**src/rtl/core/lfsp_pkg.sv**
```systemverilog
// lfsp_pkg: shared widths, codes and stage payload types of the steering pid block
// depends on nothing; imported by every module under rtl/core
`default_nettype none

package lfsp_pkg;

   // sensor and error sample width
   localparam int SampleBits = 12;
   localparam int NumSamples = 7;
   localparam int ReqDataW   = ((NumSamples * SampleBits + 7) / 8) * 8;

   // field positions inside req_tdata
   localparam int SlotLeftEdge  = 0;
   localparam int SlotRightEdge = 1;
   localparam int SlotCenterA   = 2;
   localparam int SlotCenterB   = 3;
   localparam int SlotErrPlus   = 4;
   localparam int SlotErrMinus  = 5;
   localparam int SlotGain      = 6;

   localparam int SpeedW     = 8;
   localparam int ActionW    = 2;
   localparam int RspDataW   = 2 * SpeedW;
   localparam int ThrW       = 12;
   localparam int KiW        = 17;
   localparam int CsrAddrW   = 3;
   localparam int CsrDataW   = KiW;
   localparam int CmpW       = (SampleBits > ThrW) ? SampleBits : ThrW;

   // datapath widths
   localparam int ErrW       = SampleBits + 1;
   localparam int DiffW      = SampleBits + 2;
   localparam int PtermW     = SampleBits + 7;
   localparam int GainBaseW  = ((SampleBits > 10) ? SampleBits : 10) + 1;
   localparam int GainW      = GainBaseW + 3;
   localparam int PdProdW    = GainW + PtermW;
   localparam int IntW       = 32;
   localparam int ItProdW    = IntW + KiW;
   localparam int ItFracW    = 16;
   localparam int ItQW       = ItProdW - ItFracW;

   // largest magnitude of (1000 - gain) * 6 * (e + 10 * d)
   localparam longint SampleMax = (longint'(1) << SampleBits) - 1;
   localparam longint GainRefL  = 1000;
   localparam longint MaxGain   = 6 * ((GainRefL > SampleMax - GainRefL) ?
                                       GainRefL : (SampleMax - GainRefL));
   localparam longint MaxPterm  = 21 * SampleMax;
   localparam int     PdMagW    = $clog2(MaxGain * MaxPterm + 1);

   // exact floor division by 10000 through a reciprocal multiply
   localparam longint PdDivisor = 10000;
   localparam int     DivShift  = PdMagW + 14;
   localparam int     RecipW    = PdMagW + 1;
   localparam logic [RecipW-1:0] Recip =
      RecipW'(((longint'(1) << DivShift) + PdDivisor - 1) / PdDivisor);
   localparam int     PdScaledW = PdMagW + RecipW;
   localparam int     PdQW      = PdScaledW - DivShift;

   localparam int PidW       = ItQW + 1;
   localparam int SpdCalcW   = PidW + 1;

   localparam logic signed [GainBaseW-1:0] GainRef   = GainBaseW'(1000);
   localparam logic signed [IntW-1:0]      IntMax    = {1'b0, {(IntW-1){1'b1}}};
   localparam logic signed [IntW-1:0]      IntMin    = {1'b1, {(IntW-1){1'b0}}};
   localparam logic [ItFracW-1:0]          ItRound   = {ItFracW{1'b1}};
   localparam logic [SpeedW-1:0]           SpeedMax  = {SpeedW{1'b1}};

   // csr register indexes
   localparam logic [CsrAddrW-1:0] RegBaseSpeed    = 3'd0;
   localparam logic [CsrAddrW-1:0] RegThrEdgeLeft  = 3'd1;
   localparam logic [CsrAddrW-1:0] RegThrEdgeRight = 3'd2;
   localparam logic [CsrAddrW-1:0] RegThrCenterA   = 3'd3;
   localparam logic [CsrAddrW-1:0] RegThrCenterB   = 3'd4;
   localparam logic [CsrAddrW-1:0] RegIntegralGain = 3'd5;

   localparam logic [SpeedW-1:0] BaseSpeedRst = 8'd200;
   localparam logic [ThrW-1:0]   ThrRst       = 12'd2048;

   typedef enum logic [ActionW-1:0] {
      ActPivotLeft  = 2'd0,
      ActPivotRight = 2'd1,
      ActPid        = 2'd2,
      ActHold       = 2'd3
   } action_type;

   typedef struct packed {
      logic        [SpeedW-1:0] base_speed;
      logic        [ThrW-1:0]   thr_edge_left;
      logic        [ThrW-1:0]   thr_edge_right;
      logic        [ThrW-1:0]   thr_center_a;
      logic        [ThrW-1:0]   thr_center_b;
      logic signed [KiW-1:0]    integral_gain;
   } cfg_type;

   typedef struct packed {
      logic [SampleBits-1:0] sensor_left_edge;
      logic [SampleBits-1:0] sensor_right_edge;
      logic [SampleBits-1:0] sensor_center_a;
      logic [SampleBits-1:0] sensor_center_b;
      logic [SampleBits-1:0] error_plus;
      logic [SampleBits-1:0] error_minus;
      logic [SampleBits-1:0] gain_sample;
   } samp_type;

   typedef struct packed {
      action_type               action;
      logic signed [GainW-1:0]  gain;
      logic signed [PtermW-1:0] pterm;
      logic signed [IntW-1:0]   integ;
   } s2_type;

   typedef struct packed {
      action_type                action;
      logic signed [PdProdW-1:0] pd_prod;
      logic signed [ItProdW-1:0] it_prod;
   } s3_type;

   typedef struct packed {
      action_type              action;
      logic [PdScaledW-1:0]    pd_scaled;
      logic                    pd_neg;
      logic signed [ItQW-1:0]  it_q;
   } s4_type;

   // handshake of one pipeline stage
   typedef struct packed {
      logic valid;
      logic enable;
   } stage_ctl_type;

   typedef struct packed {
      logic load_s3;
      logic load_s4;
   } mult_ctl_type;

endpackage

`default_nettype wire

```
**src/rtl/core/lfsp_front.sv**
```systemverilog
// lfsp_front: mode decode, error terms and integral / last error state
// depends on lfsp_pkg
`default_nettype none

module lfsp_front
   import lfsp_pkg::*;
(
   input  wire logic          clock,
   input  wire logic          reset,
   input  wire stage_ctl_type ctl,
   input  wire samp_type      samp,
   input  wire cfg_type       cfg,
   output      s2_type        s2_ff
);

   logic signed [IntW-1:0] integral_ff;
   logic signed [ErrW-1:0] last_error_ff;

   logic                    pivot_left;
   logic                    pivot_right;
   logic [CmpW:0]           ctr_sum;
   logic [CmpW:0]           thr_sum;
   logic                    ctr_on;
   action_type              action_in;
   logic signed [ErrW-1:0]  err;
   logic signed [DiffW-1:0] diff;
   logic signed [PtermW-1:0] diff_x;
   logic signed [PtermW-1:0] pterm_in;
   logic signed [GainBaseW-1:0] gbase;
   logic signed [GainW-1:0] gain_in;
   logic signed [IntW:0]    int_sum;
   logic signed [IntW-1:0]  integral_in;
   s2_type                  s2_in;

   always_comb begin
      pivot_left  = (CmpW'(samp.sensor_left_edge) > CmpW'(cfg.thr_edge_left)) &&
                    (CmpW'(samp.sensor_right_edge) < CmpW'(cfg.thr_edge_right));
      pivot_right = (CmpW'(samp.sensor_left_edge) < CmpW'(cfg.thr_edge_left)) &&
                    (CmpW'(samp.sensor_right_edge) > CmpW'(cfg.thr_edge_right));
      ctr_sum = (CmpW+1)'(samp.sensor_center_a) + (CmpW+1)'(samp.sensor_center_b);
      thr_sum = (CmpW+1)'(cfg.thr_center_a) + (CmpW+1)'(cfg.thr_center_b);
      ctr_on  = (ctr_sum >> 1) > (thr_sum >> 1);

      if (pivot_left) begin
         action_in = ActPivotLeft;
      end else if (pivot_right) begin
         action_in = ActPivotRight;
      end else if (ctr_on) begin
         action_in = ActPid;
      end else begin
         action_in = ActHold;
      end

      err    = $signed({1'b0, samp.error_plus}) - $signed({1'b0, samp.error_minus});
      diff   = DiffW'(err) - DiffW'(last_error_ff);
      diff_x = PtermW'(diff);
      // e + 10 * d
      pterm_in = PtermW'(err) + (diff_x <<< 3) + (diff_x <<< 1);

      // (1000 - gain sample) * 6
      gbase   = GainRef - $signed({{(GainBaseW-SampleBits){1'b0}}, samp.gain_sample});
      gain_in = (GainW'(gbase) <<< 2) + (GainW'(gbase) <<< 1);

      // saturating integral
      int_sum = (IntW+1)'(integral_ff) + (IntW+1)'(err);
      if (int_sum[IntW] != int_sum[IntW-1]) begin
         integral_in = int_sum[IntW] ? IntMin : IntMax;
      end else begin
         integral_in = int_sum[IntW-1:0];
      end

      s2_in.action = action_in;
      s2_in.gain   = gain_in;
      s2_in.pterm  = pterm_in;
      s2_in.integ  = integral_in;
   end

   always_ff @(posedge clock) begin
      if (reset) begin
         integral_ff   <= '0;
         last_error_ff <= '0;
      end else if (ctl.valid && ctl.enable && (action_in == ActPid)) begin
         integral_ff   <= integral_in;
         last_error_ff <= err;
      end
   end

   always_ff @(posedge clock) begin
      if (ctl.enable) begin
         s2_ff <= s2_in;
      end
   end

endmodule

`default_nettype wire

```
**config.mk**
```make
export PLATFORM = sky130hd
export DESIGN_NAME = lfsp_front
export DESIGN_NICKNAME = d
export VERILOG_FILES = /design/src/rtl/core/lfsp_pkg.sv /design/src/rtl/core/lfsp_front.sv
export SDC_FILE = /design/constraint.sdc
export NUM_CORES = 1
export LEC_CHECK = 0
export BUFFER_PORTS_ARGS = -buffer_cell sky130_fd_sc_hd__buf_4
export CAP_MARGIN = 10
export CORE_MARGIN = 2
export CORE_UTILIZATION = 40
export DETAILED_ROUTE_END_ITERATION = 8
export REMOVE_ABC_BUFFERS = 1
export SYNTH_ARGS = -nofsm -noshare
export SYNTH_HDL_FRONTEND = slang
export SYNTH_SLANG_ARGS = --single-unit
```
**constraint.sdc**
```tcl
create_clock -name clock -period 9.15 [get_ports clock]
set_input_delay 2.2875 -clock clock [delete_from_list [all_inputs] [get_ports clock]]
set_output_delay 2.2875 -clock clock [all_outputs]
set_load 0.005 [all_outputs]
```
### After elaboration in Yosys (flattened, before gate mapping)

Index checks and enable logic that the tools add are counted.

* flip-flop bits (word level): 114
* input bits: 161
* output and inout port bits: 69
* word-level logic and storage cells: 31

* $add $sub $neg: 9
* magnitude comparators: 5
* equal/unequal tests: 2
* multiplexer cells: 5
* reductions and logical operators: 4

Operators by type and width (count)
* $mux W32: 2
* $gt A12 B12 Y1: 3
* $add A32 B13 Y33: 1
* $add A12 B12 Y13: 2
* $lt A12 B12 Y1: 2
* $add A18 B15 Y19: 1
* $add A13 B17 Y18: 1
* $add A15 B14 Y16: 1
* $sub A13 B13 Y14: 1
* $sub A10 B12 Y13 const A: 1
* $sub A12 B12 Y13: 1
* $logic_and A1 B1 Y1: 4
* $mux W2: 2
* $eq A2 B2 Y1 const B: 1
* $mux W1: 1
* $ne A1 B1 Y1: 1

### Longest topological paths before layout

Gate-level depths: netlist (run 1).

* depth after elaboration: 7
* gate-level depth with buffers: 27
* depth with buffers taken out: 27

### Worst setup path before layout (run 1)

Ideal clock, no wire load.

* path kind: input to register
* start point: input port samp[24] in the netlist's numbering
* end point: register s2_ff[49] in the netlist's numbering (data pin)
* library setup time: 0.257 ns
* arrival time: 7.258 ns
* required time: 8.893 ns
* path slack: 1.635 ns
* cell stages on the path: 25
* path buffers: 0
* path through: inv_1 ha_1 fa_1 nor2b_1 o21ai_0 a21boi_0 o211ai_1 a21boi_0 o21ai_0 nand2_1 inv_1 ha_1 nand2_1 nand2_1 a41o_1 o41a_1 a221o_1 fa_1 inv_1 ha_1 and3_1 a311o_1 a21o_1 a21o_1 xor2_1

* longest elaborated chain between the ends: 4

RTL lines
* from (decl): RTL line lfsp_front.sv:11 `input wire samp_type samp,`
* $sub A12 B12 Y13 *: RTL line lfsp_front.sv:54 `err = $signed({1'b0, samp.error_plus}) - $signed({1'b0, samp.error_minus});`
* via err[8]: RTL line lfsp_front.sv:25 `logic signed [ErrW-1:0] err;`
* $sub A13 B13 Y14: RTL line lfsp_front.sv:55 `diff = DiffW'(err) - DiffW'(last_error_ff);`
* $add A13 B17 Y18: RTL line lfsp_front.sv:58 `pterm_in = PtermW'(err) + (diff_x <<< 3) + (diff_x <<< 1);`
* $add A18 B15 Y19 *: RTL line lfsp_front.sv:58
* via pterm_in[17]: RTL line lfsp_front.sv:28 `logic signed [PtermW-1:0] pterm_in;`
* to (signal assigned): RTL line lfsp_front.sv:90 `s2_ff <= s2_in;`
* to (decl): RTL line lfsp_front.sv:13 `output s2_type s2_ff`

The timed path passes the listed nets; every way through them passes the cells marked *.
A chain may end at the register's enable or synchronous reset.

### Final worst setup path (run 1)

* start point: input port samp[12] in the netlist's numbering
* end point: register integral_ff[7]

* longest elaborated chain between the ends: 4
* elaborated cells on any way between the ends: 5
* those cells by class: add/sub: 2; eq/ne: 1; mux: 2

RTL lines
* $sub A12 B12 Y13 *: RTL line lfsp_front.sv:54
* via err[12]: RTL line lfsp_front.sv:25
* $add A32 B13 Y33 *: RTL line lfsp_front.sv:65 `int_sum = (IntW+1)'(integral_ff) + (IntW+1)'(err);`
* $mux W32 or $ne A1 B1 Y1 (tied branches): RTL line lfsp_front.sv:67, lfsp_front.sv:66
* $mux W32 *: RTL line lfsp_front.sv:66 `if (int_sum[IntW] != int_sum[IntW-1]) begin`
* to (signal assigned): RTL line lfsp_front.sv:83 `integral_ff <= integral_in;`
* to (decl): RTL line lfsp_front.sv:16 `logic signed [IntW-1:0] integral_ff;`

Marked as above.

==> flow_results.xml, run 1 <==
<?xml version="1.0" encoding="UTF-8"?>
<metrics>
  <group name="global_route">
    <metric name="first_global_vias" unit="">9126</metric>
    <metric name="maximum_number_of_pins_on_one_net_before_global_route_repair" unit="">69</metric>
    <metric name="antenna_found_initial" unit="">0</metric>
    <metric name="overflow" unit="">0</metric>
    <metric name="global_route.usage.total" unit="">0.194</metric>
    <metric name="grt_pass1_wl" unit="um">43000</metric>
  </group>
  <group name="min_path">
    <metric name="hold_path.class" unit="">register to register</metric>
  </group>
  <group name="synthesis">
    <metric name="yosys_warnings" unit="">0</metric>
    <metric name="post-synth-top-area-cell" unit="">sky130_fd_sc_hd__edfxtp_1</metric>
    <metric name="synth_instances" unit="">1195</metric>
    <metric name="netlist_area_before_placement" unit="sq um">10400</metric>
    <metric name="synth_sequential_area_ratio" unit="">0.282</metric>
    <metric name="synth.ff_latch_count" unit="">113</metric>
    <metric name="post_synth_main_area_contributors" unit="">sky130_fd_sc_hd__edfxtp_1 (20%), sky130_fd_sc_hd__ha_1 (18%), sky130_fd_sc_hd__dfxtp_1 (8.6%)</metric>
    <metric name="syn-mean-instance-area" unit="sq um">8.73</metric>
    <metric name="number_of_enable_flip_flop_cells_after_synthesis" unit="">68</metric>
    <metric name="synth-main-ff-cell" unit="">sky130_fd_sc_hd__edfxtp_1</metric>
    <metric name="synth-async-reset-ratio" unit="">0</metric>
    <metric name="post-synth-top-area-fraction" unit="">0.196</metric>
    <metric name="post_synth_num_cell_types" unit="">71</metric>
  </group>
  <group name="layout">
    <metric name="layout_commonest_cell" unit="">sky130_fd_sc_hd__buf_4</metric>
    <metric name="diodes" unit="">0</metric>
    <metric name="fin_nets" unit="">1715</metric>
    <metric name="layout.cells.most_common_list" unit="">sky130_fd_sc_hd__buf_4 (209), sky130_fd_sc_hd__ha_1 (146), sky130_fd_sc_hd__nand2_1 (120)</metric>
    <metric name="area.growth.synth_to_final" unit="%">22.6</metric>
    <metric name="number_of_fillers_in_the_final_layout" unit="">2532</metric>
    <metric name="drive_above_1_share" unit="">0.200</metric>
    <metric name="utilization" unit="">0.495</metric>
  </group>
  <group name="status">
    <metric name="run_status" unit="">completed</metric>
  </group>
  <group name="route">
    <metric name="via_count" unit="">9154</metric>
    <metric name="viasPerCell" unit="">5.27</metric>
    <metric name="final_antenna_net_count" unit="">0</metric>
    <metric name="wl_per_cell" unit="um">14.8</metric>
    <metric name="routed_wl" unit="um">25700</metric>
    <metric name="detail_route.drc_violations" unit="">0</metric>
    <metric name="count_of_routing_violations_after_the_opening_detailed_route_iteration" unit="">392</metric>
    <metric name="detailed_routing_iterations_pass_1" unit="">5</metric>
  </group>
  <group name="worst_setup_path">
    <metric name="required" unit="ns">9.43</metric>
    <metric name="cp_slowest_stage_delay" unit="ns">0.65</metric>
    <metric name="worstSetupPathType" unit="">primary input to register</metric>
    <metric name="path_delay_family" unit="">compound AO/OA/AOI/OAI gates</metric>
    <metric name="timing.critical_path.slowest_stage_cell" unit="">sky130_fd_sc_hd__ha_1</metric>
    <metric name="cp-start-kind" unit="">primary input</metric>
    <metric name="timing.critical_path.to_type" unit="">register</metric>
    <metric name="ff2ff_setup_slack" unit="ns">4.28</metric>
    <metric name="timing.critical_path.fanout_max" unit="">27</metric>
    <metric name="timing.critical_path.cells" unit="">buf_4 &gt; ha_1 &gt; fa_1 &gt; nor2b_1 &gt; o21ai_0 &gt; a21boi_0 &gt; o211ai_1 &gt; a21oi_1 &gt; o31a_1 &gt; inv_1 &gt; ha_1 &gt; and4_1 &gt; nand2_1 &gt; or4_1 &gt; a211oi_1 &gt; or2_1 &gt; o41a_1 &gt; buf_4 &gt; and2_4 &gt; a21oi_1</metric>
    <metric name="critical_path_arrival" unit="ns">8.24</metric>
    <metric name="critical_path_buffers_and_inverters" unit="">3</metric>
  </group>
  <group name="placement">
    <metric name="detailed_place_hpwl" unit="um">20300</metric>
    <metric name="portBuffers" unit="">203</metric>
    <metric name="gpl.final_weighted_congestion" unit="">0.855</metric>
  </group>
  <group name="power_and_ir_drop">
    <metric name="vdd_drop_max" unit="uV">211</metric>
    <metric name="p_per_area" unit="nW/um^2">263</metric>
    <metric name="power.static_leakage" unit="nW">6.00</metric>
  </group>
  <group name="sta">
    <metric name="timing.fmax" unit="MHz">126</metric>
    <metric name="finalSetupTns" unit="ns">0</metric>
    <metric name="clock_skew" unit="ns">0.00894</metric>
    <metric name="period_share" unit="">0.869</metric>
    <metric name="timing.slew.headroom" unit="">0.365</metric>
    <metric name="count_of_final_hold_check_violations" unit="">0</metric>
    <metric name="finish_stage_setup_viols" unit="">0</metric>
    <metric name="slew_viol_final" unit="">0</metric>
    <metric name="finalWorstPathRequiredPeriod" unit="ns">7.95</metric>
    <metric name="rsz0062_at_grt" unit="">no</metric>
    <metric name="worst_pin_slew" unit="ns">0.952</metric>
  </group>
  <group name="clocking">
    <metric name="cts_repair_resize_count" unit="">0</metric>
    <metric name="cts_tree" unit="">built</metric>
    <metric name="cts_setup_buffers" unit="">0</metric>
    <metric name="clk-insertion-delay-late" unit="ns">0.42</metric>
    <metric name="hold_buffer_count_at_cts" unit="">0</metric>
    <metric name="cts-buffers-inserted" unit="">17</metric>
    <metric name="root_buffer_master" unit="">sky130_fd_sc_hd__clkbuf_16</metric>
    <metric name="htree_depth" unit="">4</metric>
    <metric name="cts-root-to-sink-buffers" unit="">2</metric>
    <metric name="cts.sink_count" unit="">113</metric>
    <metric name="worst_setup_hold_path_clk_slew" unit="ns">0.06</metric>
  </group>
  <group name="floorplanning">
    <metric name="die_height" unit="um">166</metric>
    <metric name="die-width" unit="um">166</metric>
    <metric name="boundaryPins" unit="">230</metric>
    <metric name="design.die.area" unit="sq um">27400</metric>
    <metric name="start_util" unit="">0.404</metric>
    <metric name="core_region_area" unit="sq um">25800</metric>
    <metric name="core.rowCount" unit="">59</metric>
  </group>
  <group name="run">
    <metric name="max_cap_violations" unit="">0</metric>
  </group>
</metrics>
==> cells by family after synthesis <==
kind of cell	after synthesis	synth area share
AOI/OAI and AO/OA	336	0.214
and+or+nand+nor	340	0.155
DFF	113	0.282
muxes	4	0.00396
xor gates and xnor gates	90	0.0755
adders and majority gates	165	0.212
buffers and inverters	146	0.0573
other	1	0.000359
==> per-stage QoR <==
step | power (mW) | instances | cell area [sq um] | setup WS, ns | hold slack (ns)
3_5_place_dp | 2.75 | 1705 | 12200 | 0.800 | 0.450
6_report | 3.36 | 1737 | 12800 | 1.20 | 0.454
5_1_grt | 3.71 | 1737 | 12800 | 0.712 | 0.470
4_1_cts | 3.39 | 1737 | 12800 | 1.23 | 0.457
3_3_place_gp | 2.72 | 1705 | 12200 | 0.911 | 0.444
2_1_floorplan | 2.21 | 1161 | 10300 | 1.45 | 0.430
==> worst register-to-register path, delay by kind of cell (launching register included) <==
kind            cells  cell delay [ns]
xor+xnor            1             0.14
compound gates     10             2.51
flops               1             0.38
buf+inv             2             0.10
simple gates        2             0.34
fa+ha+maj           3             1.15
==> routing by layer <==
layer	wire length, um	track usage	vias to the layer above
met5	0	0	-
met4	307	0.0466	0
met3	1620	0.0490	23
met2	12200	0.336	241
met1	11500	0.240	4203
li1	-	-	4687
==> state kept, by name, indices dropped and copies added (netlist names) <==
signal and cells:
integral_ff 32, last_error_ff 13, s2_ff 68
==> power breakdown <==
group | switching (mW) | total, mW | internal, mW | leakage (nW)
Clock | 0.250 | 0.621 | 0.371 | 0.254
Sequential | 0.0388 | 0.799 | 0.760 | 1.02
Combinational | 1.06 | 1.94 | 0.878 | 4.73
==> cells in the mapped netlist (all sizes together) (16+ instances only) <==
cell type / n
dfxtp: 45
nor2: 65
a211oi: 16
clkbuf: 23
fa: 19
ha: 146
edfxtp: 68
a21oi: 108
xor2: 31
nand3: 23
o21ai: 71
o21a: 17
xnor2: 59
nor2b: 19
a21o: 27
nor3: 32
nand4: 16
nand2: 120
inv: 112
==> final timing paths <==
path / start / end / cells past startpoint
max: samp[12] / integral_ff[7] / 20
min reg2reg: last_error_ff[7] / last_error_ff[7] / 2
max reg2reg: last_error_ff[1] / s2_ff[49] / 18
min: last_error_ff[7] / last_error_ff[7] / 2
==> area by class of cell <==
cell class | instances | area, sq um | share of cell area
Multi-Input combinational cell | 936 | 6900 | 0.539
Clock buffer | 18 | 429 | 0.0335
Inverter | 112 | 420 | 0.0329
Tap cell | 335 | 419 | 0.0328
Clock inverter | 14 | 118 | 0.00919
Timing Repair Buffer | 209 | 1570 | 0.123
Sequential cell | 113 | 2940 | 0.230
Power figures use the tool's default switching activity.
==> run 2, diff against run 1 <==
--- a/config.mk
+++ b/config.mk
@@ -10,6 +10,8 @@
 export CORE_MARGIN = 2
 export CORE_UTILIZATION = 40
 export DETAILED_ROUTE_END_ITERATION = 8
+export GPL_TIMING_DRIVEN = 0
+export PLACE_DENSITY_LB_ADDON = 0.05
 export REMOVE_ABC_BUFFERS = 1
 export SYNTH_ARGS = -nofsm -noshare
 export SYNTH_HDL_FRONTEND = slang
==> flow_results.xml, run 2 (synthesis gave the netlist of run 1 again) <==
<?xml version="1.0" encoding="UTF-8"?>
<metrics>
  <group name="power_and_ir_drop">
    <metric name="power.static_leakage" unit="nW">5.99</metric>
    <metric name="switching_pwr" unit="mW">1.36</metric>
    <metric name="comb_power_share" unit="">0.577</metric>
    <metric name="clock_share_of_power" unit="">0.188</metric>
    <metric name="p_per_area" unit="nW/um^2">266</metric>
    <metric name="intPower" unit="mW">2.03</metric>
    <metric name="netSwitchingFraction" unit="">0.402</metric>
    <metric name="vdd_drop_max" unit="uV">160</metric>
    <metric name="seq_power_share" unit="">0.235</metric>
  </group>
  <group name="clocking">
    <metric name="cts_repair_resize_count" unit="">0</metric>
    <metric name="worst_setup_hold_path_clk_slew" unit="ns">0.05</metric>
    <metric name="clk-insertion-delay-late" unit="ns">0.42</metric>
    <metric name="hold_buffer_count_at_cts" unit="">0</metric>
    <metric name="cts-root-to-sink-buffers" unit="">2</metric>
    <metric name="root_buffer_master" unit="">sky130_fd_sc_hd__clkbuf_16</metric>
    <metric name="cts_tree" unit="">built</metric>
    <metric name="cts-buffers-inserted" unit="">17</metric>
    <metric name="cts_setup_buffers" unit="">0</metric>
    <metric name="htree_depth" unit="">4</metric>
    <metric name="cts.sink_count" unit="">113</metric>
  </group>
  <group name="worst_setup_path">
    <metric name="ff2ff_path_depth" unit="">19</metric>
    <metric name="cp_slowest_stage_delay" unit="ns">0.67</metric>
    <metric name="timing.critical_path.slowest_stage_cell" unit="">sky130_fd_sc_hd__ha_1</metric>
    <metric name="required" unit="ns">9.43</metric>
    <metric name="cp-start-kind" unit="">primary input</metric>
    <metric name="timing.critical_path.cells" unit="">buf_4 &gt; ha_1 &gt; fa_1 &gt; nor2b_1 &gt; o21ai_0 &gt; a21boi_0 &gt; o211ai_1 &gt; a21oi_1 &gt; o31a_1 &gt; inv_1 &gt; ha_1 &gt; and4_1 &gt; nand2_1 &gt; or4_1 &gt; a211oi_1 &gt; or2_1 &gt; o41a_2 &gt; and2_4 &gt; a21oi_1</metric>
    <metric name="cp.depth" unit="">19</metric>
    <metric name="worstSetupPathType" unit="">primary input to register</metric>
    <metric name="path_delay_family" unit="">compound AO/OA/AOI/OAI gates</metric>
    <metric name="timing.critical_path.fanout_max" unit="">36</metric>
    <metric name="critical_path_arrival" unit="ns">8.84</metric>
    <metric name="critical_path_buffers_and_inverters" unit="">2</metric>
    <metric name="timing.critical_path.to_type" unit="">register</metric>
  </group>
  <group name="floorplanning">
    <metric name="die-width" unit="um">166</metric>
    <metric name="core.rowCount" unit="">59</metric>
    <metric name="start_util" unit="">0.404</metric>
    <metric name="design.die.area" unit="sq um">27400</metric>
    <metric name="core_region_area" unit="sq um">25800</metric>
    <metric name="boundaryPins" unit="">230</metric>
    <metric name="die_height" unit="um">166</metric>
  </group>
  <group name="layout">
    <metric name="multi_input_comb_area" unit="sq um">6910</metric>
    <metric name="layout_top_registers" unit="">s2_ff x68, integral_ff x32, last_error_ff x13</metric>
    <metric name="layout_commonest_cell" unit="">sky130_fd_sc_hd__buf_4</metric>
    <metric name="largest_reg_flops" unit="">68</metric>
    <metric name="regMostFlops" unit="">s2_ff</metric>
    <metric name="drive_above_1_share" unit="">0.196</metric>
    <metric name="fin_nets" unit="">1709</metric>
    <metric name="final-instance-count-excl-fill" unit="">1731</metric>
    <metric name="area.growth.synth_to_final" unit="%">22.4</metric>
    <metric name="layout.cells.most_common_list" unit="">sky130_fd_sc_hd__buf_4 (203), sky130_fd_sc_hd__ha_1 (146), sky130_fd_sc_hd__nand2_1 (120)</metric>
    <metric name="seqCellArea" unit="sq um">2940</metric>
    <metric name="layout.cell_area.non_filler" unit="sq um">12800</metric>
    <metric name="diodes" unit="">0</metric>
    <metric name="number_of_fillers_in_the_final_layout" unit="">2556</metric>
  </group>
  <group name="placement">
    <metric name="gpl.final_weighted_congestion" unit="">0.805</metric>
    <metric name="dp.cells" unit="">1699</metric>
    <metric name="portBuffers" unit="">203</metric>
    <metric name="placed_cell_area" unit="sq um">12200</metric>
    <metric name="detailed_place_hpwl" unit="um">20000</metric>
  </group>
  <group name="sta">
    <metric name="timing.slew.headroom" unit="">0.356</metric>
    <metric name="timing.fmax" unit="MHz">117</metric>
    <metric name="count_of_final_hold_check_violations" unit="">0</metric>
    <metric name="finish_stage_setup_viols" unit="">0</metric>
    <metric name="rsz0062_at_grt" unit="">no</metric>
    <metric name="worst_pin_slew" unit="ns">0.964</metric>
    <metric name="finalWorstPathRequiredPeriod" unit="ns">8.57</metric>
    <metric name="clock_skew" unit="ns">0.0133</metric>
    <metric name="slew_viol_final" unit="">0</metric>
    <metric name="period_share" unit="">0.936</metric>
  </group>
  <group name="global_route">
    <metric name="overflow" unit="">0</metric>
    <metric name="maximum_number_of_pins_on_one_net_before_global_route_repair" unit="">70</metric>
    <metric name="grt_pass1_wl" unit="um">42400</metric>
    <metric name="global_route.usage.total" unit="">0.192</metric>
    <metric name="antenna_found_initial" unit="">0</metric>
    <metric name="first_global_vias" unit="">8915</metric>
  </group>
  <group name="route">
    <metric name="via_count" unit="">9020</metric>
    <metric name="detail_route.drc_violations" unit="">0</metric>
    <metric name="count_of_routing_violations_after_the_opening_detailed_route_iteration" unit="">362</metric>
    <metric name="routed_wl" unit="um">25600</metric>
    <metric name="wl_per_cell" unit="um">14.8</metric>
    <metric name="detailed_routing_iterations_pass_1" unit="">4</metric>
    <metric name="viasPerCell" unit="">5.21</metric>
    <metric name="final_antenna_net_count" unit="">0</metric>
  </group>
  <group name="min_path">
    <metric name="hold_depth" unit="">2</metric>
    <metric name="hold_path.class" unit="">register to register</metric>
  </group>
  <group name="run">
    <metric name="max_cap_violations" unit="">0</metric>
  </group>
  <group name="status">
    <metric name="run_status" unit="">completed</metric>
  </group>
</metrics>
-- run 2: metrics by stage --
stage / TNS, ns / worst slack, ns / util / power [mW] / hold WS, ns
2_1_floorplan: 0 / 1.45 / - / 2.21 / 0.430
5_1_grt: 0 / 0.0212 / 0.494 / 3.72 / 0.472
6_report: 0 / 0.582 / 0.494 / 3.40 / 0.454
3_5_place_dp: 0 / 0.166 / 0.473 / 2.76 / 0.450
4_1_cts: 0 / 0.581 / 0.494 / 3.43 / 0.457
3_3_place_gp: -25.04 / -0.690 / 0.472 / 2.74 / 0.445
-- run 2: tightest hold or removal path, cell delays in order, from the launching register on --
cell and delay, ns:
sky130_fd_sc_hd__dfxtp_1 0.30, sky130_fd_sc_hd__nand2_1 0.05, sky130_fd_sc_hd__a21oi_1 0.05
-- run 2: final timing paths --
kind	startpoint	end	slack, ns
max	samp[12]	integral_ff[4]	0.58
min	last_error_ff[8]	last_error_ff[8]	0.45
max reg2reg	last_error_ff[1]	s2_ff[50]	4.19
min reg2reg	last_error_ff[8]	last_error_ff[8]	0.45
-- run 2: power groups by stage --
stage | Combinational, mW | Sequential [mW] | Clock, mW
after floorplan | 1.39 | 0.816 | 0
after global placement | 1.94 | 0.805 | 0
after detailed placement | 1.96 | 0.807 | 0
after CTS | 1.97 | 0.799 | 0.656
after global routing | 2.24 | 0.809 | 0.677
final | 1.96 | 0.796 | 0.639
-- run 2: routing by layer --
| metal | up-vias | track usage | share of wire |
|---|---|---|---|
| li1 | 4690 | - | - |
| met1 | 4107 | 0.245 | 0.46 |
| met2 | 206 | 0.324 | 0.46 |
| met3 | 17 | 0.0509 | 0.066 |
| met4 | 0 | 0.0435 | 0.0085 |
| met5 | - | 0 | 0 |
-- run 2: final cells by class --
type / instances / share of cell area
Inverter: 112 / 0.0329
Clock buffer: 20 / 0.0342
Timing Repair Buffer: 203 / 0.119
Sequential cell: 113 / 0.230
Clock inverter: 12 / 0.00931
Multi-Input combinational cell: 936 / 0.541
Tap cell: 335 / 0.0328
==> run 3, diff against run 2 <==
--- a/config.mk
+++ b/config.mk
@@ -11,6 +11,7 @@
 export CORE_UTILIZATION = 40
 export DETAILED_ROUTE_END_ITERATION = 8
 export GPL_TIMING_DRIVEN = 0
+export MAX_ROUTING_LAYER = met4
 export PLACE_DENSITY_LB_ADDON = 0.05
 export REMOVE_ABC_BUFFERS = 1
 export SYNTH_ARGS = -nofsm -noshare
==> flow_results.xml, run 3 (synthesis gave the netlist of run 1 again) <==
<?xml version="1.0" encoding="UTF-8"?>
<metrics>
  <group name="status">
    <metric name="run_status" unit="">completed</metric>
  </group>
  <group name="global_route">
    <metric name="global_route.usage.total" unit="">0.197</metric>
    <metric name="maximum_number_of_pins_on_one_net_before_global_route_repair" unit="">70</metric>
    <metric name="antenna_found_initial" unit="">0</metric>
    <metric name="first_global_vias" unit="">8924</metric>
    <metric name="overflow" unit="">0</metric>
    <metric name="grt_pass1_wl" unit="um">42300</metric>
  </group>
  <group name="clocking">
    <metric name="cts_tree" unit="">built</metric>
    <metric name="cts_repair_resize_count" unit="">0</metric>
    <metric name="hold_buffer_count_at_cts" unit="">0</metric>
    <metric name="cts_setup_buffers" unit="">0</metric>
    <metric name="root_buffer_master" unit="">sky130_fd_sc_hd__clkbuf_16</metric>
    <metric name="cts.sink_count" unit="">113</metric>
    <metric name="cts-root-to-sink-buffers" unit="">2</metric>
    <metric name="worst_setup_hold_path_clk_slew" unit="ns">0.05</metric>
    <metric name="clk-insertion-delay-late" unit="ns">0.42</metric>
    <metric name="htree_depth" unit="">4</metric>
    <metric name="cts-buffers-inserted" unit="">17</metric>
  </group>
  <group name="placement">
    <metric name="gpl.final_weighted_congestion" unit="">0.817</metric>
    <metric name="detailed_place_hpwl" unit="um">20000</metric>
    <metric name="portBuffers" unit="">203</metric>
    <metric name="dp.cells" unit="">1699</metric>
  </group>
  <group name="layout">
    <metric name="area.growth.synth_to_final" unit="%">22.4</metric>
    <metric name="layout_top_registers" unit="">s2_ff x68, integral_ff x32, last_error_ff x13</metric>
    <metric name="drive_above_1_share" unit="">0.196</metric>
    <metric name="final-instance-count-excl-fill" unit="">1731</metric>
    <metric name="fin_nets" unit="">1709</metric>
    <metric name="regMostFlops" unit="">s2_ff</metric>
    <metric name="layout_commonest_cell" unit="">sky130_fd_sc_hd__buf_4</metric>
    <metric name="layout.cells.most_common_list" unit="">sky130_fd_sc_hd__buf_4 (203), sky130_fd_sc_hd__ha_1 (146), sky130_fd_sc_hd__nand2_1 (120)</metric>
    <metric name="largest_reg_flops" unit="">68</metric>
    <metric name="diodes" unit="">0</metric>
  </group>
  <group name="power_and_ir_drop">
    <metric name="p_per_area" unit="nW/um^2">266</metric>
    <metric name="vdd_drop_max" unit="uV">160</metric>
    <metric name="design_power_total" unit="mW">3.40</metric>
    <metric name="power.static_leakage" unit="nW">5.99</metric>
  </group>
  <group name="sta">
    <metric name="worst_pin_slew" unit="ns">0.964</metric>
    <metric name="finish_stage_setup_viols" unit="">0</metric>
    <metric name="timing.fmax" unit="MHz">117</metric>
    <metric name="finalWorstPathRequiredPeriod" unit="ns">8.57</metric>
    <metric name="period_share" unit="">0.937</metric>
    <metric name="count_of_final_hold_check_violations" unit="">0</metric>
    <metric name="rsz0062_at_grt" unit="">no</metric>
    <metric name="slew_viol_final" unit="">0</metric>
    <metric name="clock_skew" unit="ns">0.0158</metric>
    <metric name="timing.slew.headroom" unit="">0.356</metric>
  </group>
  <group name="route">
    <metric name="count_of_routing_violations_after_the_opening_detailed_route_iteration" unit="">370</metric>
    <metric name="final_antenna_net_count" unit="">0</metric>
    <metric name="routed_wl" unit="um">25600</metric>
    <metric name="via_count" unit="">9002</metric>
    <metric name="detailed_routing_iterations_pass_1" unit="">5</metric>
    <metric name="viasPerCell" unit="">5.20</metric>
    <metric name="detail_route.drc_violations" unit="">0</metric>
    <metric name="wl_per_cell" unit="um">14.8</metric>
  </group>
  <group name="min_path">
    <metric name="hold_path.class" unit="">register to register</metric>
  </group>
  <group name="worst_setup_path">
    <metric name="worstSetupPathType" unit="">primary input to register</metric>
    <metric name="critical_path_arrival" unit="ns">8.85</metric>
    <metric name="cp-start-kind" unit="">primary input</metric>
    <metric name="timing.critical_path.fanout_max" unit="">36</metric>
    <metric name="timing.critical_path.to_type" unit="">register</metric>
    <metric name="required" unit="ns">9.42</metric>
  </group>
  <group name="floorplanning">
    <metric name="boundaryPins" unit="">230</metric>
    <metric name="design.die.area" unit="sq um">27400</metric>
    <metric name="die-width" unit="um">166</metric>
    <metric name="core.rowCount" unit="">59</metric>
    <metric name="core_region_area" unit="sq um">25800</metric>
    <metric name="start_util" unit="">0.404</metric>
    <metric name="die_height" unit="um">166</metric>
  </group>
  <group name="run">
    <metric name="max_cap_violations" unit="">0</metric>
  </group>
</metrics>
## run 3: cell counts in the layout (fill, tap and decap cells not counted)
Identical to the previous run, type by type.
## run 3: per-layer routing
layer  global-route usage  vias to the layer above  wire (um)
li1                     -                     4686          -
met1                0.249                     4095      12100
met2                0.324                      208      11800
met3               0.0437                       13       1530
met4               0.0447                        0        199
met5                    -                        -          0
## run 3: final timing paths
check | startpoint | endpoint | slack [ns] | cells after the start
hold / removal | last_error_ff[8] | last_error_ff[8] | 0.45 | 2
hold reg to reg | last_error_ff[8] | last_error_ff[8] | 0.45 | 2
setup / recovery | samp[12] | integral_ff[4] | 0.58 | 19
setup reg to reg | last_error_ff[1] | s2_ff[50] | 4.19 | 19
## run 3: cell type report
| cell class | count | area, sq um |
|---|---|---|
| clock buffers | 20 | 437 |
| clock inverters | 12 | 119 |
| fillers | 2556 | 13100 |
| inverters | 112 | 420 |
| multi-input cells | 936 | 6910 |
| flip-flops and latches | 113 | 2940 |
| well taps | 335 | 419 |
| repair buffers | 203 | 1520 |
## run 3: worst max-delay path: stages
cell	delay, ns
sky130_fd_sc_hd__buf_4	0.11
sky130_fd_sc_hd__ha_1	0.22
sky130_fd_sc_hd__fa_1	0.41
sky130_fd_sc_hd__nor2b_1	0.12
sky130_fd_sc_hd__o21ai_0	0.13
sky130_fd_sc_hd__a21boi_0	0.38
sky130_fd_sc_hd__o211ai_1	0.19
sky130_fd_sc_hd__a21oi_1	0.28
sky130_fd_sc_hd__o31a_1	0.45
sky130_fd_sc_hd__inv_1	0.56
sky130_fd_sc_hd__ha_1	0.67
sky130_fd_sc_hd__and4_1	0.34
sky130_fd_sc_hd__nand2_1	0.12
sky130_fd_sc_hd__or4_1	0.47
sky130_fd_sc_hd__a211oi_1	0.33
sky130_fd_sc_hd__or2_1	0.30
sky130_fd_sc_hd__o41a_2	0.68
sky130_fd_sc_hd__and2_4	0.61
sky130_fd_sc_hd__a21oi_1	0.14
## run 3: stage by stage
step	hold WS [ns]	setup TNS, ns	util	area [sq um]	setup WS, ns
floorplan	0.430	0	-	10300	1.45
global placement	0.445	-25.04	0.472	12200	-0.690
detailed placement	0.450	0	0.473	12200	0.166
CTS	0.457	0	0.494	12800	0.581
global route	0.472	0	0.494	12800	0.0207
finish	0.454	0	0.494	12800	0.577
## run 3: power by group
group          internal, mW  total, mW  switching, mW
registers             0.760      0.796         0.0367
logic                 0.875       1.96           1.08
clock network         0.397      0.639          0.242
